## src/hdl/bam_pkg.sv

```systemverilog
// shared constants, types and weight tables of the avoidance mode mixer
package bam_pkg;

    localparam int NUM_SENSORS = 8;
    localparam int SAMPLE_W    = 12;
    localparam int MIG_W       = 13;
    localparam int OUT_W       = 15;
    localparam int THR_W       = 12;
    localparam int OFFSET_W    = 11;
    localparam int CFG_ADDR_W  = 3;
    localparam int CFG_DATA_W  = 12;
    localparam int WEIGHT_W    = 9;
    localparam int PIPE_DEPTH  = 4;

    // weighted sums: positive weights add up to 556, so eleven bits above a sample
    localparam int SUM_W  = SAMPLE_W + 11;
    localparam int MAG_W  = SUM_W - 1;
    // the divisor is at least 256, so the quotient loses eight bits
    localparam int QUOT_W = SUM_W - 8;

    // divide by reciprocal: exact for every magnitude below 2**MAG_W
    localparam int     BRAIT_DIVISOR = 350;
    localparam int     DIV_SHIFT     = MAG_W + 9;
    localparam int     DIVM_W        = DIV_SHIFT - 8;
    localparam longint DIV_MULT      =
        ((longint'(1) << DIV_SHIFT) + BRAIT_DIVISOR - 1) / BRAIT_DIVISOR;

    localparam int CALC_W = 18;

    typedef logic        [SAMPLE_W-1:0] sample_t;
    typedef logic signed [MIG_W-1:0]    mig_t;
    typedef logic signed [OUT_W-1:0]    out_t;
    typedef logic        [THR_W-1:0]    thr_t;
    typedef logic signed [OFFSET_W-1:0] offset_t;
    typedef logic signed [WEIGHT_W-1:0] weight_t;
    typedef logic signed [SUM_W-1:0]    sum_t;
    typedef logic signed [QUOT_W-1:0]   quot_t;
    typedef logic signed [CALC_W-1:0]   calc_t;

    localparam logic MODE_AVOID   = 1'b0;
    localparam logic MODE_MIGRATE = 1'b1;

    typedef enum logic [CFG_ADDR_W-1:0] {
        CFG_AVOID_THR    = 3'd0,
        CFG_EXIT_THR     = 3'd1,
        CFG_SPEED_LIMIT  = 3'd2,
        CFG_LEFT_OFFSET  = 3'd3,
        CFG_RIGHT_OFFSET = 3'd4
    } cfg_addr_t;

    localparam thr_t    AVOID_THR_RST    = 12'd1800;
    localparam thr_t    EXIT_THR_RST     = 12'd70;
    localparam thr_t    SPEED_LIMIT_RST  = 12'd800;
    localparam offset_t LEFT_OFFSET_RST  = 11'sd66;
    localparam offset_t RIGHT_OFFSET_RST = 11'sd72;

    localparam weight_t WEIGHT_RIGHT [NUM_SENSORS] = '{
        -9'sd2, 9'sd46, 9'sd149, 9'sd193, 9'sd168, -9'sd31, -9'sd164, -9'sd16
    };
    localparam weight_t WEIGHT_LEFT [NUM_SENSORS] = '{
        -9'sd16, -9'sd164, -9'sd31, 9'sd168, 9'sd193, 9'sd149, 9'sd46, -9'sd2
    };

    typedef struct packed {
        thr_t    avoid_threshold;
        thr_t    exit_threshold;
        thr_t    speed_limit;
        offset_t left_offset;
        offset_t right_offset;
    } cfg_t;

    typedef struct packed {
        sum_t    sum_left;
        sum_t    sum_right;
        sample_t max_sample;
        logic    front_hit;
        mig_t    mig_left;
        mig_t    mig_right;
    } weigh_t;

    typedef struct packed {
        quot_t quot_left;
        quot_t quot_right;
        logic  mode_used;
        logic  mode_next;
        mig_t  mig_left;
        mig_t  mig_right;
    } scale_t;

endpackage

```

## src/hdl/bam_ifs.sv

```systemverilog
// valid/ready channels of the mixer: input item, result and register writes
interface bam_in_if;
    import bam_pkg::*;

    logic    valid;
    logic    ready;
    sample_t sensor_0;
    sample_t sensor_1;
    sample_t sensor_2;
    sample_t sensor_3;
    sample_t sensor_4;
    sample_t sensor_5;
    sample_t sensor_6;
    sample_t sensor_7;
    mig_t    migrate_left;
    mig_t    migrate_right;

    modport source (
        output valid, sensor_0, sensor_1, sensor_2, sensor_3, sensor_4, sensor_5,
               sensor_6, sensor_7, migrate_left, migrate_right,
        input  ready
    );
    modport sink (
        input  valid, sensor_0, sensor_1, sensor_2, sensor_3, sensor_4, sensor_5,
               sensor_6, sensor_7, migrate_left, migrate_right,
        output ready
    );
endinterface

interface bam_out_if;
    import bam_pkg::*;

    logic valid;
    logic ready;
    out_t left_speed;
    out_t right_speed;
    logic mode_used;
    logic mode_next;

    modport source (
        output valid, left_speed, right_speed, mode_used, mode_next,
        input  ready
    );
    modport sink (
        input  valid, left_speed, right_speed, mode_used, mode_next,
        output ready
    );
endinterface

interface bam_cfg_if;
    import bam_pkg::*;

    logic                  valid;
    logic                  ready;
    logic [CFG_ADDR_W-1:0] addr;
    logic [CFG_DATA_W-1:0] wdata;

    modport source (
        output valid, addr, wdata,
        input  ready
    );
    modport sink (
        input  valid, addr, wdata,
        output ready
    );
endinterface

```

## src/hdl/braitenberg_avoidance_mode_mixer.sv

```systemverilog
// top level of the braitenberg avoidance mode mixer
//
//   channel  side  beat contents
//   item     in    sensor_0 .. sensor_7, migrate_left, migrate_right
//   result   out   left_speed, right_speed, mode_used, mode_next
//   cfg      in    addr (register index), wdata
//
// one item per cycle while results are taken; each item passes in order through the
// input register, sums register, divide/mode register and result register
// the divide stage holds the mode bit, updated as each beat passes it
// a stalled result backs up stage by stage; items are taken while any stage is free
// reset empties the pipeline, loads the register defaults and sets migration mode
// cfg is always ready and takes effect on the next cycle
module braitenberg_avoidance_mode_mixer (
    input  logic       clk,
    input  logic       rst_n,
    bam_in_if.sink     item,
    bam_out_if.source  result,
    bam_cfg_if.sink    cfg
);
    import bam_pkg::*;

    cfg_t   cfg_reg;
    cfg_t   cfg_next;
    logic   weigh_valid;
    logic   weigh_ready;
    weigh_t weigh_data;
    logic   scale_valid;
    logic   scale_ready;
    scale_t scale_data;

    assign cfg.ready = 1'b1;

    always_comb
    begin
        cfg_next = cfg_reg;
        if (cfg.valid)
        begin
            unique case (cfg_addr_t'(cfg.addr))
                CFG_AVOID_THR:    cfg_next.avoid_threshold = THR_W'(cfg.wdata);
                CFG_EXIT_THR:     cfg_next.exit_threshold  = THR_W'(cfg.wdata);
                CFG_SPEED_LIMIT:  cfg_next.speed_limit     = THR_W'(cfg.wdata);
                CFG_LEFT_OFFSET:  cfg_next.left_offset     = offset_t'(cfg.wdata[OFFSET_W-1:0]);
                CFG_RIGHT_OFFSET: cfg_next.right_offset    = offset_t'(cfg.wdata[OFFSET_W-1:0]);
                default:          cfg_next = cfg_reg;
            endcase
        end
    end

    always_ff @(posedge clk or negedge rst_n)
    begin
        if (!rst_n)
        begin
            cfg_reg.avoid_threshold <= AVOID_THR_RST;
            cfg_reg.exit_threshold  <= EXIT_THR_RST;
            cfg_reg.speed_limit     <= SPEED_LIMIT_RST;
            cfg_reg.left_offset     <= LEFT_OFFSET_RST;
            cfg_reg.right_offset    <= RIGHT_OFFSET_RST;
        end
        else
        begin
            cfg_reg <= cfg_next;
        end
    end

    bam_weigh u_weigh (
        .clk      (clk),
        .rst_n    (rst_n),
        .item     (item),
        .cfg_regs (cfg_reg),
        .dn_valid (weigh_valid),
        .dn_ready (weigh_ready),
        .dn_data  (weigh_data)
    );

    bam_scale u_scale (
        .clk      (clk),
        .rst_n    (rst_n),
        .cfg_regs (cfg_reg),
        .up_valid (weigh_valid),
        .up_ready (weigh_ready),
        .up_data  (weigh_data),
        .dn_valid (scale_valid),
        .dn_ready (scale_ready),
        .dn_data  (scale_data)
    );

    bam_limit u_limit (
        .clk      (clk),
        .rst_n    (rst_n),
        .cfg_regs (cfg_reg),
        .up_valid (scale_valid),
        .up_ready (scale_ready),
        .up_data  (scale_data),
        .result   (result)
    );

endmodule

```

## src/hdl/bam_weigh.sv

```systemverilog
// input register, braitenberg weighted sums, largest sample and front test
module bam_weigh (
    input  logic            clk,
    input  logic            rst_n,
    bam_in_if.sink          item,
    input  bam_pkg::cfg_t   cfg_regs,
    output logic            dn_valid,
    input  logic            dn_ready,
    output bam_pkg::weigh_t dn_data
);
    import bam_pkg::*;

    logic                                 in_valid_reg;
    logic                                 in_valid_next;
    logic [NUM_SENSORS-1:0][SAMPLE_W-1:0] sensor_reg;
    mig_t                                 mig_left_reg;
    mig_t                                 mig_right_reg;
    logic                                 weigh_valid_reg;
    logic                                 weigh_valid_next;
    weigh_t                               weigh_reg;
    weigh_t                               weigh_next;
    logic                                 weigh_ready;
    sum_t                                 acc_left;
    sum_t                                 acc_right;
    sample_t                              max_s;

    assign weigh_ready = !weigh_valid_reg || dn_ready;
    assign item.ready  = !in_valid_reg || weigh_ready;

    assign in_valid_next    = item.ready ? item.valid : in_valid_reg;
    assign weigh_valid_next = weigh_ready ? in_valid_reg : weigh_valid_reg;

    always_ff @(posedge clk or negedge rst_n)
    begin
        if (!rst_n)
        begin
            in_valid_reg    <= 1'b0;
            weigh_valid_reg <= 1'b0;
        end
        else
        begin
            in_valid_reg    <= in_valid_next;
            weigh_valid_reg <= weigh_valid_next;
        end
    end

    always_ff @(posedge clk)
    begin
        if (item.valid && item.ready)
        begin
            sensor_reg[0] <= item.sensor_0;
            sensor_reg[1] <= item.sensor_1;
            sensor_reg[2] <= item.sensor_2;
            sensor_reg[3] <= item.sensor_3;
            sensor_reg[4] <= item.sensor_4;
            sensor_reg[5] <= item.sensor_5;
            sensor_reg[6] <= item.sensor_6;
            sensor_reg[7] <= item.sensor_7;
            mig_left_reg  <= item.migrate_left;
            mig_right_reg <= item.migrate_right;
        end
        if (in_valid_reg && weigh_ready)
        begin
            weigh_reg <= weigh_next;
        end
    end

    // constant weights, so each product reduces to a few adds
    always_comb
    begin
        acc_left  = '0;
        acc_right = '0;
        max_s     = '0;
        for (int i = 0; i < NUM_SENSORS; i++)
        begin
            acc_right = acc_right
                + sum_t'(signed'({1'b0, sensor_reg[i]})) * sum_t'(WEIGHT_RIGHT[i]);
            acc_left  = acc_left
                + sum_t'(signed'({1'b0, sensor_reg[i]})) * sum_t'(WEIGHT_LEFT[i]);
            if (sensor_reg[i] > max_s)
            begin
                max_s = sensor_reg[i];
            end
        end
    end

    always_comb
    begin
        weigh_next.sum_left   = acc_left;
        weigh_next.sum_right  = acc_right;
        weigh_next.max_sample = max_s;
        weigh_next.front_hit  = (sensor_reg[0] > cfg_regs.avoid_threshold)
                             || (sensor_reg[1] > cfg_regs.avoid_threshold)
                             || (sensor_reg[6] > cfg_regs.avoid_threshold)
                             || (sensor_reg[7] > cfg_regs.avoid_threshold);
        weigh_next.mig_left   = mig_left_reg;
        weigh_next.mig_right  = mig_right_reg;
    end

    assign dn_valid = weigh_valid_reg;
    assign dn_data  = weigh_reg;

endmodule

```

## src/hdl/bam_scale.sv

```systemverilog
// division of both sums by the constant divisor and the mode register
module bam_scale (
    input  logic            clk,
    input  logic            rst_n,
    input  bam_pkg::cfg_t   cfg_regs,
    input  logic            up_valid,
    output logic            up_ready,
    input  bam_pkg::weigh_t up_data,
    output logic            dn_valid,
    input  logic            dn_ready,
    output bam_pkg::scale_t dn_data
);
    import bam_pkg::*;

    localparam logic [DIVM_W-1:0] DIVM = DIVM_W'(DIV_MULT);

    logic   mode_reg;
    logic   mode_next;
    logic   mode_used;
    logic   valid_reg;
    logic   valid_next;
    logic   load;
    scale_t scale_reg;
    scale_t scale_next;

    // truncating division: magnitude times reciprocal, then sign back
    function automatic quot_t div_const(input sum_t v);
        logic [MAG_W-1:0]        mag;
        logic [MAG_W+DIVM_W-1:0] prod;
        quot_t                   q;
        mag  = v[SUM_W-1] ? MAG_W'(-v) : MAG_W'(v);
        prod = (MAG_W+DIVM_W)'(mag) * (MAG_W+DIVM_W)'(DIVM);
        q    = QUOT_W'(prod >> DIV_SHIFT);
        return v[SUM_W-1] ? -q : q;
    endfunction

    assign up_ready   = !valid_reg || dn_ready;
    assign load       = up_valid && up_ready;
    assign valid_next = up_ready ? up_valid : valid_reg;

    // entry into avoidance takes effect for this beat, exit only for the next
    always_comb
    begin
        mode_used = (mode_reg == MODE_MIGRATE && !up_data.front_hit) ? MODE_MIGRATE
                                                                     : MODE_AVOID;
        mode_next = (mode_used == MODE_AVOID
                     && up_data.max_sample < cfg_regs.exit_threshold) ? MODE_MIGRATE
                                                                      : mode_used;
    end

    always_ff @(posedge clk or negedge rst_n)
    begin
        if (!rst_n)
        begin
            mode_reg  <= MODE_MIGRATE;
            valid_reg <= 1'b0;
        end
        else
        begin
            valid_reg <= valid_next;
            if (load)
            begin
                mode_reg <= mode_next;
            end
        end
    end

    always_comb
    begin
        scale_next.quot_left  = div_const(up_data.sum_left);
        scale_next.quot_right = div_const(up_data.sum_right);
        scale_next.mode_used  = mode_used;
        scale_next.mode_next  = mode_next;
        scale_next.mig_left   = up_data.mig_left;
        scale_next.mig_right  = up_data.mig_right;
    end

    always_ff @(posedge clk)
    begin
        if (load)
        begin
            scale_reg <= scale_next;
        end
    end

    assign dn_valid = valid_reg;
    assign dn_data  = scale_reg;

endmodule

```

## src/hdl/bam_limit.sv

```systemverilog
// offsets, command selection, limit, saturation, result register
module bam_limit (
    input  logic            clk,
    input  logic            rst_n,
    input  bam_pkg::cfg_t   cfg_regs,
    input  logic            up_valid,
    output logic            up_ready,
    input  bam_pkg::scale_t up_data,
    bam_out_if.source       result
);
    import bam_pkg::*;

    localparam calc_t SAT_HI = calc_t'((1 << (OUT_W - 1)) - 1);
    localparam calc_t SAT_LO = calc_t'(-(1 << (OUT_W - 1)));

    logic  valid_reg;
    logic  valid_next;
    logic  load;
    out_t  left_speed_reg;
    out_t  right_speed_reg;
    logic  mode_used_reg;
    logic  mode_next_reg;
    calc_t a;
    calc_t b;
    calc_t x;
    calc_t y;
    calc_t lim;
    calc_t nlim;
    logic  a_pos;
    logic  a_neg;
    logic  b_pos;
    logic  b_neg;

    function automatic out_t saturate(input calc_t v);
        calc_t c;
        c = v;
        if (v < SAT_LO)
        begin
            c = SAT_LO;
        end
        else if (v > SAT_HI)
        begin
            c = SAT_HI;
        end
        return OUT_W'(c);
    endfunction

    assign up_ready   = !valid_reg || result.ready;
    assign load       = up_valid && up_ready;
    assign valid_next = up_ready ? up_valid : valid_reg;

    always_comb
    begin
        if (up_data.mode_used == MODE_MIGRATE)
        begin
            a = calc_t'(up_data.mig_left);
            b = calc_t'(up_data.mig_right);
        end
        else
        begin
            a = calc_t'(up_data.quot_left) + calc_t'(cfg_regs.left_offset);
            b = calc_t'(up_data.quot_right) + calc_t'(cfg_regs.right_offset);
        end
    end

    assign lim   = calc_t'({1'b0, cfg_regs.speed_limit});
    assign nlim  = -lim;
    assign a_neg = a[CALC_W-1];
    assign b_neg = b[CALC_W-1];
    assign a_pos = !a_neg && (a != '0);
    assign b_pos = !b_neg && (b != '0);

    // sign-case limit: the wheel that overshoots is clamped, the other keeps the gap; opposite overshoots clamp both
    always_comb
    begin
        x = a;
        y = b;
        if (a_pos && b_pos)
        begin
            if (a > b)
            begin
                if (a > lim)
                begin
                    x = lim;
                    y = lim - (a - b);
                end
            end
            else
            begin
                if (b > lim)
                begin
                    y = lim;
                    x = lim - (b - a);
                end
            end
        end
        else if (a_pos && b_neg)
        begin
            if (a >= lim && b <= nlim)
            begin
                x = lim;
                y = nlim;
            end
            else if (a >= lim)
            begin
                x = lim;
                y = lim - (a - b);
            end
            else if (b <= nlim)
            begin
                x = nlim + (a - b);
                y = nlim;
            end
        end
        else if (a_neg && b_pos)
        begin
            if (a <= nlim && b >= lim)
            begin
                x = nlim;
                y = lim;
            end
            else if (b >= lim)
            begin
                x = lim - (b - a);
                y = lim;
            end
            else if (a <= nlim)
            begin
                x = nlim;
                y = nlim + (b - a);
            end
        end
        else if (a_neg && b_neg)
        begin
            if (a < b)
            begin
                if (a < nlim)
                begin
                    x = nlim;
                    y = nlim + (b - a);
                end
            end
            else
            begin
                if (b < nlim)
                begin
                    x = nlim + (a - b);
                    y = nlim;
                end
            end
        end
    end

    always_ff @(posedge clk or negedge rst_n)
    begin
        if (!rst_n)
        begin
            valid_reg <= 1'b0;
        end
        else
        begin
            valid_reg <= valid_next;
        end
    end

    always_ff @(posedge clk)
    begin
        if (load)
        begin
            left_speed_reg  <= saturate(x);
            right_speed_reg <= saturate(y);
            mode_used_reg   <= up_data.mode_used;
            mode_next_reg   <= up_data.mode_next;
        end
    end

    assign result.valid       = valid_reg;
    assign result.left_speed  = left_speed_reg;
    assign result.right_speed = right_speed_reg;
    assign result.mode_used   = mode_used_reg;
    assign result.mode_next   = mode_next_reg;

endmodule

```

## src/flat_wrapper.sv

```systemverilog
// flat-port wrapper written by rule: the top's interface ports become plain ports
module braitenberg_avoidance_mode_mixer_flat import bam_pkg::*;
  (clk, rst_n, item_valid, item_sensor_0, item_sensor_1, item_sensor_2, item_sensor_3, item_sensor_4, item_sensor_5, item_sensor_6, item_sensor_7, item_migrate_left, item_migrate_right, item_ready, result_valid, result_left_speed, result_right_speed, result_mode_used, result_mode_next, result_ready, cfg_valid, cfg_addr, cfg_wdata, cfg_ready);
  bam_in_if item_i ();
  bam_out_if result_i ();
  bam_cfg_if cfg_i ();
  input  logic clk;
  input  logic rst_n;
  input wire logic [$bits(item_i.valid)-1:0] item_valid;
  input wire logic [$bits(item_i.sensor_0)-1:0] item_sensor_0;
  input wire logic [$bits(item_i.sensor_1)-1:0] item_sensor_1;
  input wire logic [$bits(item_i.sensor_2)-1:0] item_sensor_2;
  input wire logic [$bits(item_i.sensor_3)-1:0] item_sensor_3;
  input wire logic [$bits(item_i.sensor_4)-1:0] item_sensor_4;
  input wire logic [$bits(item_i.sensor_5)-1:0] item_sensor_5;
  input wire logic [$bits(item_i.sensor_6)-1:0] item_sensor_6;
  input wire logic [$bits(item_i.sensor_7)-1:0] item_sensor_7;
  input wire logic [$bits(item_i.migrate_left)-1:0] item_migrate_left;
  input wire logic [$bits(item_i.migrate_right)-1:0] item_migrate_right;
  output wire logic [$bits(item_i.ready)-1:0] item_ready;
  output wire logic [$bits(result_i.valid)-1:0] result_valid;
  output wire logic [$bits(result_i.left_speed)-1:0] result_left_speed;
  output wire logic [$bits(result_i.right_speed)-1:0] result_right_speed;
  output wire logic [$bits(result_i.mode_used)-1:0] result_mode_used;
  output wire logic [$bits(result_i.mode_next)-1:0] result_mode_next;
  input wire logic [$bits(result_i.ready)-1:0] result_ready;
  input wire logic [$bits(cfg_i.valid)-1:0] cfg_valid;
  input wire logic [$bits(cfg_i.addr)-1:0] cfg_addr;
  input wire logic [$bits(cfg_i.wdata)-1:0] cfg_wdata;
  output wire logic [$bits(cfg_i.ready)-1:0] cfg_ready;
  assign item_i.valid = item_valid;
  assign item_i.sensor_0 = item_sensor_0;
  assign item_i.sensor_1 = item_sensor_1;
  assign item_i.sensor_2 = item_sensor_2;
  assign item_i.sensor_3 = item_sensor_3;
  assign item_i.sensor_4 = item_sensor_4;
  assign item_i.sensor_5 = item_sensor_5;
  assign item_i.sensor_6 = item_sensor_6;
  assign item_i.sensor_7 = item_sensor_7;
  assign item_i.migrate_left = item_migrate_left;
  assign item_i.migrate_right = item_migrate_right;
  assign item_ready = item_i.ready;
  assign result_valid = result_i.valid;
  assign result_left_speed = result_i.left_speed;
  assign result_right_speed = result_i.right_speed;
  assign result_mode_used = result_i.mode_used;
  assign result_mode_next = result_i.mode_next;
  assign result_i.ready = result_ready;
  assign cfg_i.valid = cfg_valid;
  assign cfg_i.addr = cfg_addr;
  assign cfg_i.wdata = cfg_wdata;
  assign cfg_ready = cfg_i.ready;
  braitenberg_avoidance_mode_mixer u_core (.clk(clk), .rst_n(rst_n), .item(item_i), .result(result_i), .cfg(cfg_i));
endmodule
```

## config.mk

```make
export PLATFORM = sky130hd
export DESIGN_NAME = braitenberg_avoidance_mode_mixer_flat
export DESIGN_NICKNAME = d
export VERILOG_FILES = /design/src/hdl/bam_pkg.sv /design/src/hdl/bam_ifs.sv /design/src/hdl/braitenberg_avoidance_mode_mixer.sv /design/src/hdl/bam_weigh.sv /design/src/hdl/bam_scale.sv /design/src/hdl/bam_limit.sv /design/src/flat_wrapper.sv
export SDC_FILE = /design/constraint.sdc
export NUM_CORES = 2
export LEC_CHECK = 0
export ABC_AREA = 1
export BUFFER_PORTS_ARGS = -buffer_cell sky130_fd_sc_hd__buf_2
export CAP_MARGIN = 20
export CELL_PAD_IN_SITES_DETAIL_PLACEMENT = 0
export CELL_PAD_IN_SITES_GLOBAL_PLACEMENT = 1
export CORE_ASPECT_RATIO = 0.8
export CORE_MARGIN = 10
export CORE_UTILIZATION = 50
export CTS_CLUSTER_DIAMETER = 150
export DETAILED_ROUTE_END_ITERATION = 7
export PLACE_DENSITY_LB_ADDON = 0.1
export SKIP_LAST_GASP = 1
export SYNTH_ARGS = -nofsm -noshare
export SYNTH_HDL_FRONTEND = slang
export SYNTH_SLANG_ARGS = --single-unit
```

## constraint.sdc

```tcl
create_clock -name clk -period 26.8 [get_ports clk]
set_clock_uncertainty 0.05 [all_clocks]
set_input_delay 2.68 -clock clk [delete_from_list [all_inputs] [get_ports clk]]
set_output_delay 2.68 -clock clk [all_outputs]
set_load 0.005 [all_outputs]
```

# After elaboration in Yosys (flattened, before gate mapping)

Cells that the tools add are included.

$lt $le $gt $ge: 27
Multiply operators: 14
Shifts and indexed selects: 0
Bitwise logic cells: 1
$add $sub $neg: 31
Reduce and logical (&&, ||, !) cells: 36
Multiplexer cells: 50
Divide/modulo/power cells: 0
Equal/unequal tests: 4

Operator list:

| kind                                                                              | number |
|---|---|
| 18-bit 2-to-1 mux                                                                 | 34 |
| 23-bit by 21-bit adder with 23-bit output                                         | 6 |
| 12-bit greater-than comparator                                                    | 11 |
| 12-bit 2-to-1 mux                                                                 | 8 |
| 23-bit by 19-bit adder with 23-bit output                                         | 4 |
| 22-bit by 21-bit multiplier with 43-bit output, second input constant             | 2 |
| 12-bit by 8-bit multiplier with 20-bit output, second input constant              | 4 |
| 12-bit by 5-bit multiplier with 17-bit output, second input constant              | 4 |
| 18-bit less-than comparator                                                       | 3 |
| 23-bit by 22-bit adder with 23-bit output                                         | 2 |
| 23-bit adder                                                                      | 2 |
| 22-bit 2-to-1 mux                                                                 | 2 |
| 12-bit negator with 22-bit output                                                 | 2 |
| 22-bit negator                                                                    | 2 |
| 13-bit by 7-bit multiplier with 20-bit output, second input constant              | 2 |
| 13-bit by 6-bit multiplier with 19-bit output, second input constant              | 2 |
| 12-bit negator with 19-bit output                                                 | 2 |
| 18-bit adder                                                                      | 2 |
| 18-bit by 13-bit greater-or-equal comparator with 1-bit output                    | 2 |
| 18-bit by 13-bit greater-than comparator with 1-bit output                        | 2 |
| 18-bit by 15-bit greater-than comparator with 1-bit output, second input constant | 2 |
| 18-bit less-or-equal comparator                                                   | 2 |
| 18-bit by 15-bit less-than comparator with 1-bit output, second input constant    | 2 |
| 18-bit nonzero test                                                               | 2 |
| other kinds (20)                                                                  | 57 |

ROM bits: 0
RAM bits: 0
Word-level logic and storage cells: 201
Bits of input ports: 142
Latch bits: 0
Memories kept: 0
Register bits: 360
Output and inout port bits: 35

# Depth between registers and ports, before layout

Depth after elaboration: 16
Gate-level depth with buffers: 105
Gate-level depth less buffers: 99

# Hierarchy

From an unflattened synthesis, not the netlist that was laid out.

Cell total of the unflattened synthesis: 9221
Area total of the unflattened synthesis: 75631.3 um^2

By module, submodules not included:

| module                           | times used | sequential area each (um^2) | area each (um^2) | cells an instance |
|---|---|---|---|---|
| bam_weigh                        | 1          | 6266.0                      | 33398.3          | 3424 |
| bam_scale                        | 1          | 1793.0                      | 25316.8          | 3039 |
| bam_limit                        | 1          | 985.9                       | 14518.9          | 2490 |
| braitenberg_avoidance_mode_mixer | 1          | 1468.9                      | 2397.3           | 268 |

# Worst setup path after synthesis

OpenSTA, ideal clock, no wires.

Path type: register to register
Start point: register u_core.u_weigh.sensor_reg[0] (netlist bit)
End point: register u_core.u_weigh.weigh_reg (netlist bit u_core.u_weigh.dn_data[32]) (data pin)
Cell stages (with the launch flop): 101
Clock period less this slack: 11029 ps
Buffers on the path: 7
Data required time: 26497 ps
Setup time: 253 ps
Arrival time: 10726 ps
Slack: 15771 ps
Path through: edfxtp_1 inv_1 ha_1 nand2_1 nor2_1 nand3_1 nor2_1 inv_1 nor2_1 nor2_1 ha_1 inv_1 nand2_1 nand2_1 nand2_1 nand2_1 nand2_1 nand3_2 (+65 left out) nand3_2 nor2_1 nor2_2 nand2_2 nand2_2 buf_6 nand2_2 nand2_1 ha_1 a21oi_1 o21ai_0 nand2_1 o2111ai_1 nand2_1 inv_1 clkbuf_1 nand2_1 nand2_1

Cells in the longest elaborated chain, start to end: 16

RTL lines:

| item                                                      | RTL line        | RTL |
|---|---|---|
| from (decl)                                               | bam_weigh.sv:15 | `logic [NUM_SENSORS-1:0][SAMPLE_W-1:0] sensor_reg;` |
| 12-bit by 1-bit greater-than comparator with 1-bit output | bam_weigh.sv:80 | `if (sensor_reg[i] > max_s)` |
| 12-bit 2-to-1 mux (*)                                     | bam_weigh.sv:80 |  |
| 12-bit greater-than comparator                            | bam_weigh.sv:80 |  |
| 12-bit 2-to-1 mux (*)                                     | bam_weigh.sv:80 |  |
| 12-bit greater-than comparator                            | bam_weigh.sv:80 |  |
| 12-bit 2-to-1 mux (*)                                     | bam_weigh.sv:80 |  |
| 12-bit greater-than comparator                            | bam_weigh.sv:80 |  |
| 12-bit 2-to-1 mux (*)                                     | bam_weigh.sv:80 |  |
| 12-bit greater-than comparator                            | bam_weigh.sv:80 |  |
| 12-bit 2-to-1 mux (*)                                     | bam_weigh.sv:80 |  |
| 12-bit greater-than comparator                            | bam_weigh.sv:80 |  |
| 12-bit 2-to-1 mux (*)                                     | bam_weigh.sv:80 |  |
| 12-bit greater-than comparator                            | bam_weigh.sv:80 |  |
| 12-bit 2-to-1 mux (*)                                     | bam_weigh.sv:80 |  |
| 12-bit greater-than comparator                            | bam_weigh.sv:80 |  |
| 12-bit 2-to-1 mux (*)                                     | bam_weigh.sv:80 |  |
| named net u_core.u_weigh.max_s[5]                         | bam_weigh.sv:25 | `sample_t max_s;` |
| to (signal assigned)                                      | bam_weigh.sv:64 | `weigh_reg <= weigh_next;` |
| to (decl)                                                 | bam_weigh.sv:20 | `weigh_t weigh_reg;` |

The timed path passes the listed nets; every way through them passes the cells marked *.
A chain may end at the register's enable or synchronous reset.

# Final worst setup path

Start point: register u_core.u_weigh.sensor_reg[0] (netlist bit)
End point: register u_core.u_weigh.weigh_reg (netlist bit u_core.u_weigh.dn_data[34]) (data pin)

The elaborated chain is that of the path after synthesis.

==> impl_metrics.json <==
{
  "outcome": "completed",
  "dieArea_um2": 153200,
  "drc": 0,
  "ys_types": 62,
  "drive_gt1_frac": 0.05461,
  "cts_resized": 0,
  "syn_nets": 10016,
  "critPathSlowestCell": "nor2_1",
  "clock_latency_ns": 0.66,
  "path_clk_slew_ns": 0.06,
  "areaGrowthSynthToFinish_pct": 7.012,
  "cts_tree": "yes",
  "start_util": 0.5046,
  "maxSlewViolCount": 0,
  "setup_viol": 0,
  "design_area_um2": 73740,
  "pre_cts_ws_ns": 12.33,
  "first_global_vias": 54067,
  "grt_usage": 0.2905,
  "fin_nets": 10203,
  "hpwlAfterDp_um": 188100,
  "grt_pass1_wl_um": 339100,
  "synthesis.area_um2": 68910,
  "synth-edff-count": 297,
  "drtIter0Drc": 4167,
  "synth-seq-cells": 360,
  "tightest_slew_ns": 1.086,
  "post-cts-setup-buffers": 0,
  "overflow": 0,
  "routed_wirelength_um": 224100,
  "htreeDepth": 2,
  "cts_root_buf": "clkbuf_16",
  "ys.flop_type": "edfxtp_1",
  "port-buffer-count": 175,
  "synth_top_area_frac": 0.2545,
  "coreArea_um2": 136600,
  "synth.most_common_cell": "inv_1",
  "finalNonFillerCells": 9758,
  "via_per_inst": 5.380,
  "yosysSeqAreaShare": 0.1526,
  "cp_max_fo": 24,
  "ctsLongestPathBuffers": 3,
  "cap_violations": 0,
  "antenna_found_initial": 7,
  "fin_crit_sh": 0.5428,
  "cts_buffers": 46,
  "ctsHoldBuffers": 0,
  "wl_per_cell_um": 22.96,
  "slowest_delay_ns": 0.65,
  "ys_async_sr_fraction": 0.1750,
  "dr.pass1.iters": 7,
  "rsz0062_at_grt": "no",
  "ios": 177,
  "end_kind": "flop",
  "hold_path.class": "flop to flop",
  "finalWorstSetupSlack_ns": 12.25,
  "dr_total_vias": 52502,
  "largest_reg_flops": 96,
  "dpl_cell_area_um2": 72280,
  "relSlewSlack": 0.2761,
  "hold_viol": 0,
  "synth_common_cells": "1910 x inv_1, 1311 x ha_1, 876 x fa_1",
  "postRouteAntennaNets": 0,
  "setup_total_negative_slack_ns": 0,
  "fp.dieW_um": 435.1,
  "crit_top_cell": "nand2_1",
  "rows": 121,
  "syn_inst": 7687,
  "num-fill-cells": 12882,
  "synth.area.top_cells": "fa_1 25%, ha_1 24%, edfxtp_1 13%, inv_1 10%, nand2_1 4.5%",
  "worstPathArrival_ns": 14.89,
  "grt_max_degree": 66,
  "period_minus_slack_ns": 14.55,
  "crit_path_start_kind": "flop",
  "fmax_mhz": 68.74,
  "crit_type": "flop to flop",
  "synth_top_area_cell": "fa_1",
  "yosysWarnings": 0,
  "synth_area_per_cell_um2": 8.964,
  "required_ns": 27.14,
  "dp.cells": 9669,
  "cts_sinks": 360,
  "die-height_um": 352.0,
  "finalWeightedCongestion": 0.9740
}
area by class of cell:
cell class	count	area [um2]	area share
Sequential cell	360	10510	0.1426
Clock inverter	26	209.0	0.002834
Clock buffer	59	1237	0.01678
Inverter	1921	7213	0.09782
Timing Repair Buffer	260	1514	0.02053
Multi-Input combinational cell	5285	50740	0.6881
Antenna cell	2	5.005	0.00006787
Tap cell	1845	2308	0.03130
layout by cell type (no fill, tap or decap), types with 46 or more instances in the layout:
cell type,count
edfxtp_1,297
a21oi_1,493
dfrtp_1,48
inv_1,1904
ha_1,1311
fa_1,876
buf_4,84
o21ai_0,401
o21bai_1,68
xnor2_1,97
clkbuf_16,46
nand2_1,817
nor3_1,48
o211ai_1,67
nand3_1,177
nor2_1,276
xor2_1,302
buf_2,175
routing by layer:
| metal | global-route usage | up-vias | wire length, um | share of wire |
|---|---|---|---|---|
| li1 | - | 25066 | - | - |
| met1 | 0.3964 | 25460 | 99070 | 0.44 |
| met2 | 0.4727 | 1610 | 102100 | 0.46 |
| met3 | 0.03705 | 364 | 13330 | 0.059 |
| met4 | 0.1042 | 2 | 9522 | 0.042 |
| met5 | 0 | - | 12 | 0.000054 |
logic make-up (layout without fill, tap and decap cells):
kind of cell,Yosys count,count (layout),share of synthesized area
buf+inv,2042,2266,0.1116
compound gates,1248,1248,0.1030
xor+xnor,399,399,0.05071
fa+ha+maj,2187,2187,0.4925
simple gates,1450,1450,0.08948
flops,360,360,0.1526
other cells,1,3,0.00005442
metrics by stage:
step	hold slack [ns]	utilization
floorplan	0.3503	-
global placement	0.3513	0.5293
detailed placement	0.3545	0.5293
CTS	0.3655	0.5399
global route	0.3715	0.5400
finish	0.3686	0.5400
final timing paths:
| check | slack [ns] | end | startpoint | depth (start not counted) |
|---|---|---|---|---|
| worst max-delay path | 12.25 | u_core.u_weigh.dn_data[34] | u_core.u_weigh.sensor_reg[0] | 95 |
| worst min-delay path | 0.37 | u_core.u_weigh.dn_data[18] | u_core.u_weigh.mig_left_reg[5] | 0 |
| worst max register to register | 12.25 | u_core.u_weigh.dn_data[34] | u_core.u_weigh.sensor_reg[0] | 95 |
| worst min register to register | 0.37 | u_core.u_weigh.dn_data[18] | u_core.u_weigh.mig_left_reg[5] | 0 |
| max in group asynchronous | 23.93 | u_core.cfg_reg[2] | rst_n | 2 |
| min in group asynchronous | 2.19 | u_core.cfg_reg[22] | rst_n | 2 |
critical path: cells and delay by family, from the launching register on:
kind,cells,cell delay [ns]
buffers and inverters,13,1.23
AOI/OAI and AO/OA,7,1.41
and+or+nand+nor,67,8.82
DFF,1,0.46
adders and majority gates,8,2.31
Power is not shown: default switching activity piles up to over one toggle a cycle in this logic, so the estimate is an artifact.
